File: src/sv/jstr_pkg.sv
// Package for the joystick servo teach-and-repeat block.
// Holds sizes, register indexes and the transaction payload types; no dependencies.
package jstr_pkg;

    localparam int FRAME_DEPTH = 1024;
    localparam int ADDR_W      = $clog2(FRAME_DEPTH);
    localparam int COUNT_W     = $clog2(FRAME_DEPTH + 1);
    localparam int SAMPLE_W    = 12;
    localparam int ANGLE_W     = 8;
    localparam int DB_W        = 10;
    localparam int NUM_W       = SAMPLE_W + 7;
    localparam int CNT_W       = $clog2(NUM_W + 1);

    localparam logic [2:0] REG_CENTER_0   = 3'd0;
    localparam logic [2:0] REG_CENTER_1   = 3'd1;
    localparam logic [2:0] REG_CENTER_2   = 3'd2;
    localparam logic [2:0] REG_CENTER_3   = 3'd3;
    localparam logic [2:0] REG_FULL_SCALE = 3'd4;
    localparam logic [2:0] REG_DEAD_BAND  = 3'd5;

    localparam logic [ANGLE_W-1:0] ANGLE_MID = 8'd90;

    typedef struct packed {
        logic [SAMPLE_W-1:0] sample_0;
        logic [SAMPLE_W-1:0] sample_1;
        logic [SAMPLE_W-1:0] sample_2;
        logic [SAMPLE_W-1:0] sample_3;
        logic                record_press;
        logic                play_press;
    } tick_t;

    typedef struct packed {
        logic [ANGLE_W-1:0] servo_angle_0;
        logic [ANGLE_W-1:0] servo_angle_1;
        logic [ANGLE_W-1:0] servo_angle_2;
        logic [ANGLE_W-1:0] servo_angle_3;
        logic               is_recording;
        logic               is_playing;
        logic [COUNT_W-1:0] frame_number;
        logic               playback_done;
        logic               nothing_recorded;
        logic               store_full;
    } servo_t;

endpackage

File: src/sv/jstr_lane.sv
// One axis lane: maps a sample to a servo angle with a bit-serial restoring divider.
// Depends on jstr_pkg.
module jstr_lane
    import jstr_pkg::*;
(
    input  logic                clk,
    input  logic                rst_n,
    input  logic                start,
    input  logic [SAMPLE_W-1:0] sample,
    input  logic [SAMPLE_W-1:0] center,
    input  logic [SAMPLE_W-1:0] full_scale,
    input  logic [DB_W-1:0]     dead_band,
    output logic                busy,
    output logic [ANGLE_W-1:0]  angle
);

    logic [NUM_W-1:0]    num_reg, num_next;
    logic [SAMPLE_W-1:0] den_reg, den_next;
    logic [SAMPLE_W:0]   rem_reg, rem_next;
    logic [NUM_W-1:0]    quo_reg, quo_next;
    logic [CNT_W-1:0]    cnt_reg, cnt_next;
    logic                below_reg, below_next;
    logic                force_reg, force_next;
    logic                busy_reg, busy_next;

    logic                below;
    logic [SAMPLE_W-1:0] diff;
    logic [NUM_W-1:0]    diff_w;
    logic [SAMPLE_W:0]   lo_edge;
    logic [SAMPLE_W:0]   hi_edge;
    logic                dead;
    logic [SAMPLE_W:0]   rem_sh;
    logic [NUM_W:0]      upper_sum;

    always_comb
    begin
        below   = sample < center;
        diff    = below ? sample : sample - center;
        diff_w  = {{(NUM_W-SAMPLE_W){1'b0}}, diff};
        lo_edge = {1'b0, sample} + {{(SAMPLE_W+1-DB_W){1'b0}}, dead_band};
        hi_edge = {1'b0, center} + {{(SAMPLE_W+1-DB_W){1'b0}}, dead_band};
        dead    = (lo_edge > {1'b0, center}) && ({1'b0, sample} < hi_edge);
        rem_sh  = {rem_reg[SAMPLE_W-1:0], num_reg[NUM_W-1]};

        num_next   = num_reg;
        den_next   = den_reg;
        rem_next   = rem_reg;
        quo_next   = quo_reg;
        cnt_next   = cnt_reg;
        below_next = below_reg;
        force_next = force_reg;
        busy_next  = busy_reg;

        if (start)
        begin
            num_next   = (diff_w << 6) + (diff_w << 4) + (diff_w << 3) + (diff_w << 1);
            den_next   = below ? center : full_scale - center;
            rem_next   = '0;
            quo_next   = '0;
            cnt_next   = CNT_W'(NUM_W);
            below_next = below;
            force_next = dead || (!below && (full_scale <= center));
            busy_next  = 1'b1;
        end
        else if (busy_reg)
        begin
            num_next = num_reg << 1;
            if (rem_sh >= {1'b0, den_reg})
            begin
                rem_next = rem_sh - {1'b0, den_reg};
                quo_next = {quo_reg[NUM_W-2:0], 1'b1};
            end
            else
            begin
                rem_next = rem_sh;
                quo_next = {quo_reg[NUM_W-2:0], 1'b0};
            end
            cnt_next = cnt_reg - 1'b1;
            if (cnt_reg == CNT_W'(1))
                busy_next = 1'b0;
        end
    end

    always_ff @(posedge clk or negedge rst_n)
    begin
        if (!rst_n)
        begin
            busy_reg <= 1'b0;
            cnt_reg  <= '0;
        end
        else
        begin
            busy_reg <= busy_next;
            cnt_reg  <= cnt_next;
        end
    end

    always_ff @(posedge clk)
    begin
        num_reg   <= num_next;
        den_reg   <= den_next;
        rem_reg   <= rem_next;
        quo_reg   <= quo_next;
        below_reg <= below_next;
        force_reg <= force_next;
    end

    always_comb
    begin
        upper_sum = {1'b0, quo_reg} + (NUM_W+1)'(ANGLE_MID);
        if (force_reg)
            angle = ANGLE_MID;
        else if (below_reg)
            angle = quo_reg[ANGLE_W-1:0];
        else if (upper_sum > (NUM_W+1)'(255))
            angle = '1;
        else
            angle = upper_sum[ANGLE_W-1:0];
    end

    assign busy = busy_reg;

endmodule

File: config.mk
export PLATFORM = sky130hd
export DESIGN_NAME = jstr_lane
export DESIGN_NICKNAME = d
export VERILOG_FILES = /design/src/sv/jstr_pkg.sv /design/src/sv/jstr_lane.sv
export SDC_FILE = /design/constraint.sdc
export NUM_CORES = 1
export LEC_CHECK = 0
export BUFFER_PORTS_ARGS = -buffer_cell sky130_fd_sc_hd__buf_2
export CAP_MARGIN = 20
export CORE_UTILIZATION = 53
export DETAILED_ROUTE_END_ITERATION = 16
export GPL_TIMING_DRIVEN = 1
export PLACE_DENSITY = 0.72
export SLEW_MARGIN = 20
export SYNTH_ARGS = -nofsm -noshare
export SYNTH_HDL_FRONTEND = slang
export SYNTH_SLANG_ARGS = --single-unit
File: constraint.sdc
create_clock -name clk -period 3.8 [get_ports clk]
set_input_delay 0.19 -clock clk [delete_from_list [all_inputs] [get_ports clk]]
set_output_delay 0.19 -clock clk [all_outputs]
set_load 0.05 [all_outputs]
Word-level counts from Yosys, hierarchy flattened. Index checks and enable logic that the tools add are counted.

Add/subtract/negate cells: 10. Multipliers: 0. Divide/modulo/power cells: 0. Magnitude comparators: 6. Equality and inequality tests: 1. Shift operators: 0. Muxes and demuxes: 14. Bitwise operators: 0. Reductions and logical operators: 5.

Operators by type and width (count): two-way mux 19 bit (2); two-way mux 12 bit (3); subtractor 12 bit (3); adder 12 x 10 -> 13 bit (2); two-way mux 8 bit (3); adder 19 x 7 -> 20 bit, second input constant (1); > comparator 20 x 8 -> 1 bit, second input constant (1); adder 18 x 16 -> 19 bit (1); adder 19 x 13 -> 19 bit (1); adder 19 x 15 -> 19 bit (1); >= comparator 13 x 12 -> 1 bit (1); > comparator 13 x 12 -> 1 bit (1); less-than comparator 12 x 13 -> 1 bit (1); less-or-equal comparator 12 bit (1); less-than comparator 12 bit (1); two-way mux 5 bit (2); == test 5 x 1 -> 1 bit, second input constant (1); subtractor 5 x 1 -> 5 bit, second input constant (1); two-way mux 1 bit (4); logical AND 1 bit (2); nonzero test 2 bit (1); zero test 1 bit (1); logical OR 1 bit (1).

Bits in registers: 70. Latch bits: 0. Memory bits (writable): 0. Bits in read-only memories: 0. Bits of input ports: 49. Output and inout bits: 9. Logic and storage cells: 44. Memories: 0.

Logic depth before layout (Yosys ltp). Gate-level depths: netlist of run 1.

Depth after elaboration: 6. Gate-level depth with buffers: 27. Depth with buffers taken out: 26.

Least setup slack after synthesis of run 1. No wires, ideal clock.

Path kind: input port to flip-flop. From: in center[2]. To: reg num_reg[16] (data pin). Arrival time: 5.197 ns. Required time: 3.540 ns. Path slack: -1.657 ns. Stages on the path: 25. Cells stage by stage: inv_1 > ha_1 > nor2b_1 > o21ai_0 > o211ai_1 > a2111o_1 > o21ai_1 > clkbuf_1 > nand2_1 > o21ai_1 > ha_1 > a21o_1 > ha_1 > xor2_1 > inv_1 > ha_1 > a21o_1 > a21oi_1 > o21ai_0 > o21ai_0 > o21ai_0 > o21a_1 > nor2_1 > xnor2_1 > mux2_2.

Longest elaborated chain between the ends: 6. Elaborated cells on any way between the ends: 7.

RTL lines: start: declaration (line jstr_lane.sv:10) `input logic [SAMPLE_W-1:0] center,`; subtractor 12 bit / less-than comparator 12 bit (equally long branches) (line jstr_lane.sv:38, jstr_lane.sv:37); two-way mux 12 bit * (line jstr_lane.sv:38) `diff = below ? sample : sample - center;`; adder 18 x 16 -> 19 bit (line jstr_lane.sv:56) `num_next = (diff_w << 6) + (diff_w << 4) + (diff_w << 3) + (diff_w << 1);`; adder 19 x 15 -> 19 bit (line jstr_lane.sv:56); adder 19 x 13 -> 19 bit * (line jstr_lane.sv:56); two-way mux 19 bit * (line jstr_lane.sv:54) `if (start)`; net num_next[16] (line jstr_lane.sv:17) `logic [NUM_W-1:0] num_reg, num_next;`; end signal: assignment (line jstr_lane.sv:100) `num_reg <= num_next;`; end: declaration (line jstr_lane.sv:17).

The timed path passes the listed nets; every way through them passes the cells marked *. A chain may end at the register's enable or synchronous reset.

Final worst setup path of run 1.
From: in sample[0]. To: reg num_reg[17] (data pin).

Longest elaborated chain between the ends: 6. Elaborated cells on any way between the ends: 7.

RTL lines: start: declaration (line jstr_lane.sv:9) `input logic [SAMPLE_W-1:0] sample,`; subtractor 12 bit / less-than comparator 12 bit (equally long branches) (line jstr_lane.sv:38, jstr_lane.sv:37); two-way mux 12 bit * (line jstr_lane.sv:38); adder 18 x 16 -> 19 bit (line jstr_lane.sv:56); adder 19 x 15 -> 19 bit (line jstr_lane.sv:56); adder 19 x 13 -> 19 bit * (line jstr_lane.sv:56); two-way mux 19 bit * (line jstr_lane.sv:54); net num_next[17] (line jstr_lane.sv:17).

Marks and branches as above.

==> metrics.yaml, run 1 <==
floorplanning:
  dieArea_um2: 14500
  io_pins: 58
  dieHeight_um: 120
  core_area_um2: 13500
  die_x_um: 120
  row_count: 42
  start_util_pct: 55.1
sta:
  period_minus_slack_ns: 4.70
  worstMarginPinSlew_ns: 0.663
  setup_viol: 12
  fmax_mhz: 213
  hold_viol: 0
  rsz0062_at_grt: "yes"
  setup_ws_ns: -0.895
  finalSetupTns_ns: -6.95
  timing.final.crit_share_pct: 124
  relSlewSlack_pct: 55.4
  drv_slew: 0
  fin_worst_skew_ns: 0.0103
finish:
  nets: 1222
  drive_above_1_share_pct: 32.1
  antennaDiodeCount: 0
  design_area_um2: 9820
  syn2layout_area_growth_pct: 32.5
  largest_reg_flops: 19
clocking:
  cts_inserted_buffers: 9
  cts_tree: "done"
  clk-insertion-delay-late_ns: 0.34
  htree_levels: 3
  clk_pin_slew_ns: 0.06
  clock_tree.root_cell: "clkbuf_16"
  cts.sinks: 69
  ctsLongestPathBuffers: 2
setup_path:
  cp_cell_sequence: "buf_12 > inv_12 > ha_4 > fa_2 > nor2b_4 > o21ai_2 > o211ai_1 > a2111o_1 > buf_6 > o21ai_4 > mux2i_4 > xor2_1 > ha_1 > inv_2 > fa_1 > inv_1 > ha_2 > or3_4 > o21ai_2 > o211ai_1 > a21o_1 > a21oi_2 > xnor2_1 > mux2_4"
  cp_max_fo: 5
  startpoint_type: "input port"
  crit_arrival_ns: 4.78
  path_class: "in2reg"
  worstReg2RegStart: "den_reg[1]"
  cpPeakStageDelay_ns: 0.52
  crit_required_ns: 3.89
  crit_start: "sample[0]"
  cp_slowest_cell: "a2111o_1"
  worst_setup_path_end_kind: "register"
yosys:
  synth_mux_area_share_pct: 7.34
  synthSimpleGateAreaFrac_pct: 15.2
  synth_seq_area_share_pct: 23.4
  syn_avg_cell_area_um2: 8.68
  syn_area_um2: 7410
  synth_xor_area_share_pct: 7.80
  synth_cells: 854
  ys_seq_elements: 69
  synth_edf_count: 32
  synth_top_family_by_area: "adder cells"
  yosys.area_share.adder_pct: 22.2
  synth_nets: 1025
  yosysUniqueCellTypes: 69
  async_flop_share_pct: 8.70
  synth_ff_type: "edfxtp_1"
  synth_compound_area_share_pct: 18.5
  ys_warn_count: 0
routing:
  detail_route.vias_per_cell: 5.49
  drt_wl_total_mm: 18.4
  wl_per_cell_um: 14.9
  vias: 6761
  drcViolationCount: 0
  first_pass_iters: 4
  drt-initial-drc-count: 367
  final_antenna_net_count: 0
place:
  place_area_um2: 9060
  io_buffer_count: 57
  routabilityCongestion: 0.928
  dp_slack_ns: -1.37
  place_hpwl_mm: 14.2
worst_hold_path:
  hold_class: "in2async"
global_route:
  antenna_found_initial: 0
  grt_max_degree: 42
  gr-usage-all-layers_pct: 26.0
  overflow: 0
  grt_pass1_wl_mm: 30.5
  grt_pass1_vias: 6822
power_and_ir_drop:
  leakagePower_nw: 4.69
  peakVddDrop_uv: 374
  power_density_nw_per_um2: 591
run:
  cap_violations: 0
outcome:
  failed_checks: "setup timing"
  outcome: "finished, violations left"
layout by cell type (no fill, tap or decap), drive strengths merged, types with 10 or more instances in the layout:
| cell | synthesis | layout |
|---|---|---|
| a211oi | 14 | 14 |
| a21o | 17 | 17 |
| a21oi | 49 | 49 |
| buf | 10 | 206 |
| dfxtp | 31 | 31 |
| edfxtp | 32 | 32 |
| fa | 15 | 15 |
| ha | 107 | 107 |
| inv | 87 | 90 |
| mux2 | 19 | 19 |
| mux2i | 33 | 33 |
| nand2 | 43 | 43 |
| nand2b | 12 | 12 |
| nand3 | 11 | 11 |
| nor2 | 80 | 80 |
| nor2b | 19 | 19 |
| nor3 | 21 | 21 |
| o211ai | 10 | 10 |
| o21a | 17 | 17 |
| o21ai | 49 | 50 |
| xnor2 | 47 | 47 |
| xor2 | 19 | 19 |
cells in the mapped netlist (14+ instances only):
master / n / area, um2
a211oi_1: 14 / 105
a21o_1: 17 / 128
a21oi_1: 49 / 245
dfxtp_1: 31 / 621
edfxtp_1: 32 / 961
fa_1: 15 / 300
ha_1: 107 / 1340
inv_1: 87 / 327
mux2_2: 18 / 203
mux2i_1: 33 / 330
nand2_1: 43 / 161
nor2_1: 80 / 300
nor2b_1: 19 / 119
nor3_1: 21 / 105
o21a_1: 17 / 128
o21ai_0: 47 / 235
xnor2_1: 47 / 412
xor2_1: 19 / 166
worst paths after layout:
kind / slack, ns / end / cells after the start
max in group asynchronous: 3.42 / busy / 2
worst max register to register: 0.49 / rem_reg[0] / 12
worst max-delay path: -0.90 / num_reg[17] / 24
worst min-delay path: 0.21 / cnt_reg[3] / 2
worst min register to register: 0.50 / rem_reg[1] / 2
min in group clk: 0.25 / cnt_reg[3] / 2
kinds of logic (layout without fill, tap and decap cells):
kind of cell               count (synthesis)  count (layout)
and+or+nand+nor                          225             225
AOI/OAI and AO/OA                        210             211
adders and majority gates                123             123
buffers and inverters                    109             310
DFF                                       69              69
xor gates and xnor gates                  66              66
muxes                                     52              52
metal layers:
layer	track usage, %	routed length (um)	vias to the layer above
met5	0	0	-
met1	31.4	8050	3181
met3	3.44	676	23
met4	6.33	299	0
li1	-	-	3454
met2	48.5	9370	103
critical path, delay by kind of cell:
kind | cells | cell delay [ns]
muxes | 2 | 0.65
buffers and inverters | 5 | 0.39
AOI/OAI and AO/OA | 8 | 1.57
xor gates and xnor gates | 2 | 0.19
adders and majority gates | 5 | 1.33
and+or+nand+nor | 2 | 0.45
per-stage QoR:
| stage | power, W | hold slack [ns] | instances | utilization [%] |
|---|---|---|---|---|
| 2_1_floorplan | 0.00348 | -0.106 | 854 | - |
| 3_3_place_gp | 0.00440 | 0.0174 | 1195 | 67.4 |
| 3_5_place_dp | 0.00452 | 0.0214 | 1195 | 67.4 |
| 4_1_cts | 0.00561 | 0.193 | 1223 | 71.4 |
| 5_1_grt | 0.00632 | 0.212 | 1232 | 73.0 |
| 6_report | 0.00581 | 0.210 | 1232 | 73.0 |
area by class of cell:
class,count,area (um2)
Multi-Input combinational cell,677,5780
Fill cell,1045,3630
Sequential cell,69,1740
Timing Repair Buffer,207,1470
Inverter,87,344
Clock buffer,9,225
Tap cell,176,220
Clock inverter,7,48.8
timing repair:
item	in CTS	in global routing
setup buffers	20	14
pin swaps	28	46
gates resized for setup	43	42
endpoints found under the setup margin	14	19
hold endpoints to repair	6	0
hold buffers	1	0
cloned	1	0
where the power goes:
part	internal [W]	switching (W)	total, W
logic	0.00207	0.00184	0.00391
registers	0.00103	0.0000981	0.00113
clock network	0.000444	0.000320	0.000764
total	0.00355	0.00226	0.00581
No activity file was read; power rests on OpenSTA's default activity.
==> run 2, diff against run 1 <==
--- a/config.mk
+++ b/config.mk
@@ -7,10 +7,9 @@
 export LEC_CHECK = 0
 export BUFFER_PORTS_ARGS = -buffer_cell sky130_fd_sc_hd__buf_2
 export CAP_MARGIN = 20
-export CORE_UTILIZATION = 53
+export CORE_UTILIZATION = 40
 export DETAILED_ROUTE_END_ITERATION = 16
 export GPL_TIMING_DRIVEN = 1
-export PLACE_DENSITY = 0.72
 export SLEW_MARGIN = 20
 export SYNTH_ARGS = -nofsm -noshare
 export SYNTH_HDL_FRONTEND = slang
==> metrics.yaml, run 2 (synthesized netlist as in run 1, its figures left out) <==
sta:
  hold_viol: 0  # unchanged
  fin_hold_ws_ns: 0.198  # was 0.210 ns
  setup_ws_ns: -0.891  # was -0.895 ns
  timing.final.crit_share_pct: 123  # was 124%
  setup_viol: 12  # unchanged
  drv_slew: 0  # unchanged
  rsz0062_at_grt: "yes"  # unchanged
  finalSetupTns_ns: -7.21  # was -6.95 ns
  period_minus_slack_ns: 4.69  # was 4.70 ns
  relSlewSlack_pct: 36.6  # was 55.4%
  worstMarginPinSlew_ns: 0.952  # was 0.663 ns
  fmax_mhz: 213  # about the same
  fin_worst_skew_ns: 0.00660  # was 0.0103 ns
global_route:
  overflow: 0  # unchanged
  antenna_found_initial: 0  # unchanged
  grt_use_met1_pct: 25.5  # was 31.4%
  grt_pass1_wl_mm: 30.8  # was 30.5 mm
  grt_pass1_vias: 6598  # was 6822
  busiest_layer: "met2"  # unchanged
  gr-usage-met3_pct: 3.12  # was 3.44%
  grt_max_degree: 55  # was 42
  met2_usage_pct: 34.1  # was 48.5%
  gr-usage-all-layers_pct: 19.7  # was 26.0%
routing:
  final_antenna_net_count: 0  # unchanged
  first_pass_iters: 10  # was 4
  drcViolationCount: 3  # was 0
  drt_wl_total_mm: 18.2  # was 18.4 mm
  vias: 6593  # was 6761
  wl_per_cell_um: 14.2  # was 14.9 um
  detail_route.vias_per_cell: 5.16  # was 5.49
  drt-initial-drc-count: 229  # was 367
finish:
  final_common_cell: "buf_4"  # unchanged
  antennaDiodeCount: 0  # unchanged
  nets: 1215  # was 1222
  largest_reg_flops: 19  # unchanged
  multi_input_area_um2: 5720  # was 5780 um2
  final_cell_mix: "131 x buf_4, 92 x ha_1, 75 x nor2_1, 74 x inv_1, 55 x buf_2"  # was 142 x buf_4, 90 x ha_1, 75 x nor2_1, 70 x inv_1, 55 x buf_2
  utilization_pct: 54.4  # was 73.0%
  syn2layout_area_growth_pct: 32.6  # was 32.5%
  nFillCells: 1675  # was 1045
  drive_above_1_share_pct: 30.0  # was 32.1%
  regArea_um2: 1750  # was 1740 um2
setup_path:
  worstReg2RegStart: "den_reg[1]"  # unchanged
  path_delay_family: "compound AO/OA/AOI/OAI gates"  # unchanged
  reg2reg_to: "rem_reg[2]"  # was rem_reg[0]
  r2r_setup_slack_ns: 0.41  # was 0.49 ns
  crit_start: "sample[0]"  # unchanged
  ff2ff_path_depth: 12  # unchanged
  worst_setup_path_end_kind: "register"  # unchanged
  startpoint_type: "input port"  # unchanged
  crit_required_ns: 3.89  # about the same
  crit_arrival_ns: 4.78  # about the same
  cpPeakStageDelay_ns: 0.52  # about the same
  path_buf_inv: 7  # was 5
  cp_max_fo: 5  # unchanged
  path_class: "in2reg"  # unchanged
  cp_slowest_cell: "fa_1"  # was a2111o_1
floorplanning:
  die_x_um: 138  # was 120 um
  row_count: 49  # was 42
  start_util_pct: 41.0  # was 55.1%
  core_area_um2: 18100  # was 13500 um2
  dieHeight_um: 138  # was 120 um
  io_pins: 58  # unchanged
  dieArea_um2: 19100  # was 14500 um2
power_and_ir_drop:
  clkPwrFrac_pct: 14.4  # was 13.1%
  peakVddDrop_uv: 418  # was 374 uV
  leakagePower_nw: 4.64  # was 4.69 nW
  share_seq_of_total_power_pct: 19.6  # was 19.5%
  p_sw_share_pct: 38.2  # was 38.9%
  comb_power_share_pct: 66.1  # was 67.3%
  p_sw_w: 0.00223  # was 0.00226 W
  internal-power_w: 0.00360  # was 0.00355 W
  power_density_nw_per_um2: 592  # was 591 nW/um2
clocking:
  cts_inserted_buffers: 9  # unchanged
  htree_levels: 3  # unchanged
  cts.sinks: 69  # unchanged
  clock_tree.root_cell: "clkbuf_16"  # unchanged
  cts_tree: "done"  # unchanged
  ctsLongestPathBuffers: 2  # unchanged
  clk-insertion-delay-late_ns: 0.34  # about the same
  clk_pin_slew_ns: 0.06  # about the same
place:
  place_hpwl_mm: 14.4  # was 14.2 mm
  routabilityCongestion: 0.858  # was 0.928
  dp_slack_ns: -1.38  # was -1.37 ns
  io_buffer_count: 57  # unchanged
run:
  cap_violations: 0  # unchanged
outcome:
  failed_checks: "DRC, setup timing"  # was setup timing
  outcome: "finished, violations left"  # unchanged
worst_hold_path:
  hold_class: "in2async"  # unchanged
## run 2: per-layer routing
metal | wire, um | share of wire (%) | up-vias
met3 | 505 | 2.8 | 18
li1 | - | - | 3432
met5 | 0 | 0 | -
met2 | 8650 | 48 | 87
met1 | 8730 | 48 | 3056
met4 | 267 | 1.5 | 0
## run 2: final cells by class
class | count | share of cell area [%]
clock buffer | 9 | 2.29
clock inverter | 7 | 0.751
inverter | 87 | 3.50
multi-input combinational | 677 | 58.2
sequential | 69 | 17.8
tap | 229 | 2.91
timing repair buffer | 200 | 14.6
## run 2: per-stage QoR
stage | total power, W | instance area, um2 | instances
6_report | 0.00582 | 9830 | 1278
5_1_grt | 0.00632 | 9830 | 1278
4_1_cts | 0.00547 | 9560 | 1269
3_5_place_dp | 0.00448 | 9110 | 1244
3_3_place_gp | 0.00441 | 9110 | 1244
2_1_floorplan | 0.00348 | 7690 | 854
## run 2: how the worst max path moves through the flow
stage | endpoint | cells after the start
6_report | num_reg[17] | 26
3_3_place_gp | num_reg[17] | 25
5_1_grt | num_reg[17] | 28
2_1_floorplan | num_reg[17] | 24
3_5_place_dp | num_reg[17] | 25
4_1_cts | num_reg[16] | 25
## run 2: worst register-to-register path: stages, from the launching register on
cell and delay, ns:
edfxtp_1 0.38, inv_1 0.06, ha_1 0.29, nor2b_1 0.14
o21a_1 0.15, o21ai_0 0.12, a21oi_1 0.26, o2111ai_1 0.23
a211oi_1 0.56, nor2_1 0.18, buf_4 0.25, or3_1 0.38
a311oi_1 0.28
## run 2: power groups by stage
stage | clock network (W) | logic (W) | registers, W
after global placement | 0 | 0.00326 | 0.00115
after detailed placement | 0 | 0.00333 | 0.00115
after floorplan | 0 | 0.00237 | 0.00111
final | 0.000837 | 0.00385 | 0.00114
after CTS | 0.000855 | 0.00347 | 0.00114
after global routing | 0.000891 | 0.00427 | 0.00116
## run 2: repair_timing
action / in CTS / in global routing
hold buffers: 1 / 0
resized for setup: 21 / 53
buffers inserted: 8 / 10
pin swaps: 10 / 24
hold endpoints to repair: 6 / 0
cloned: 1 / 0
setup endpoints to repair: 14 / 20
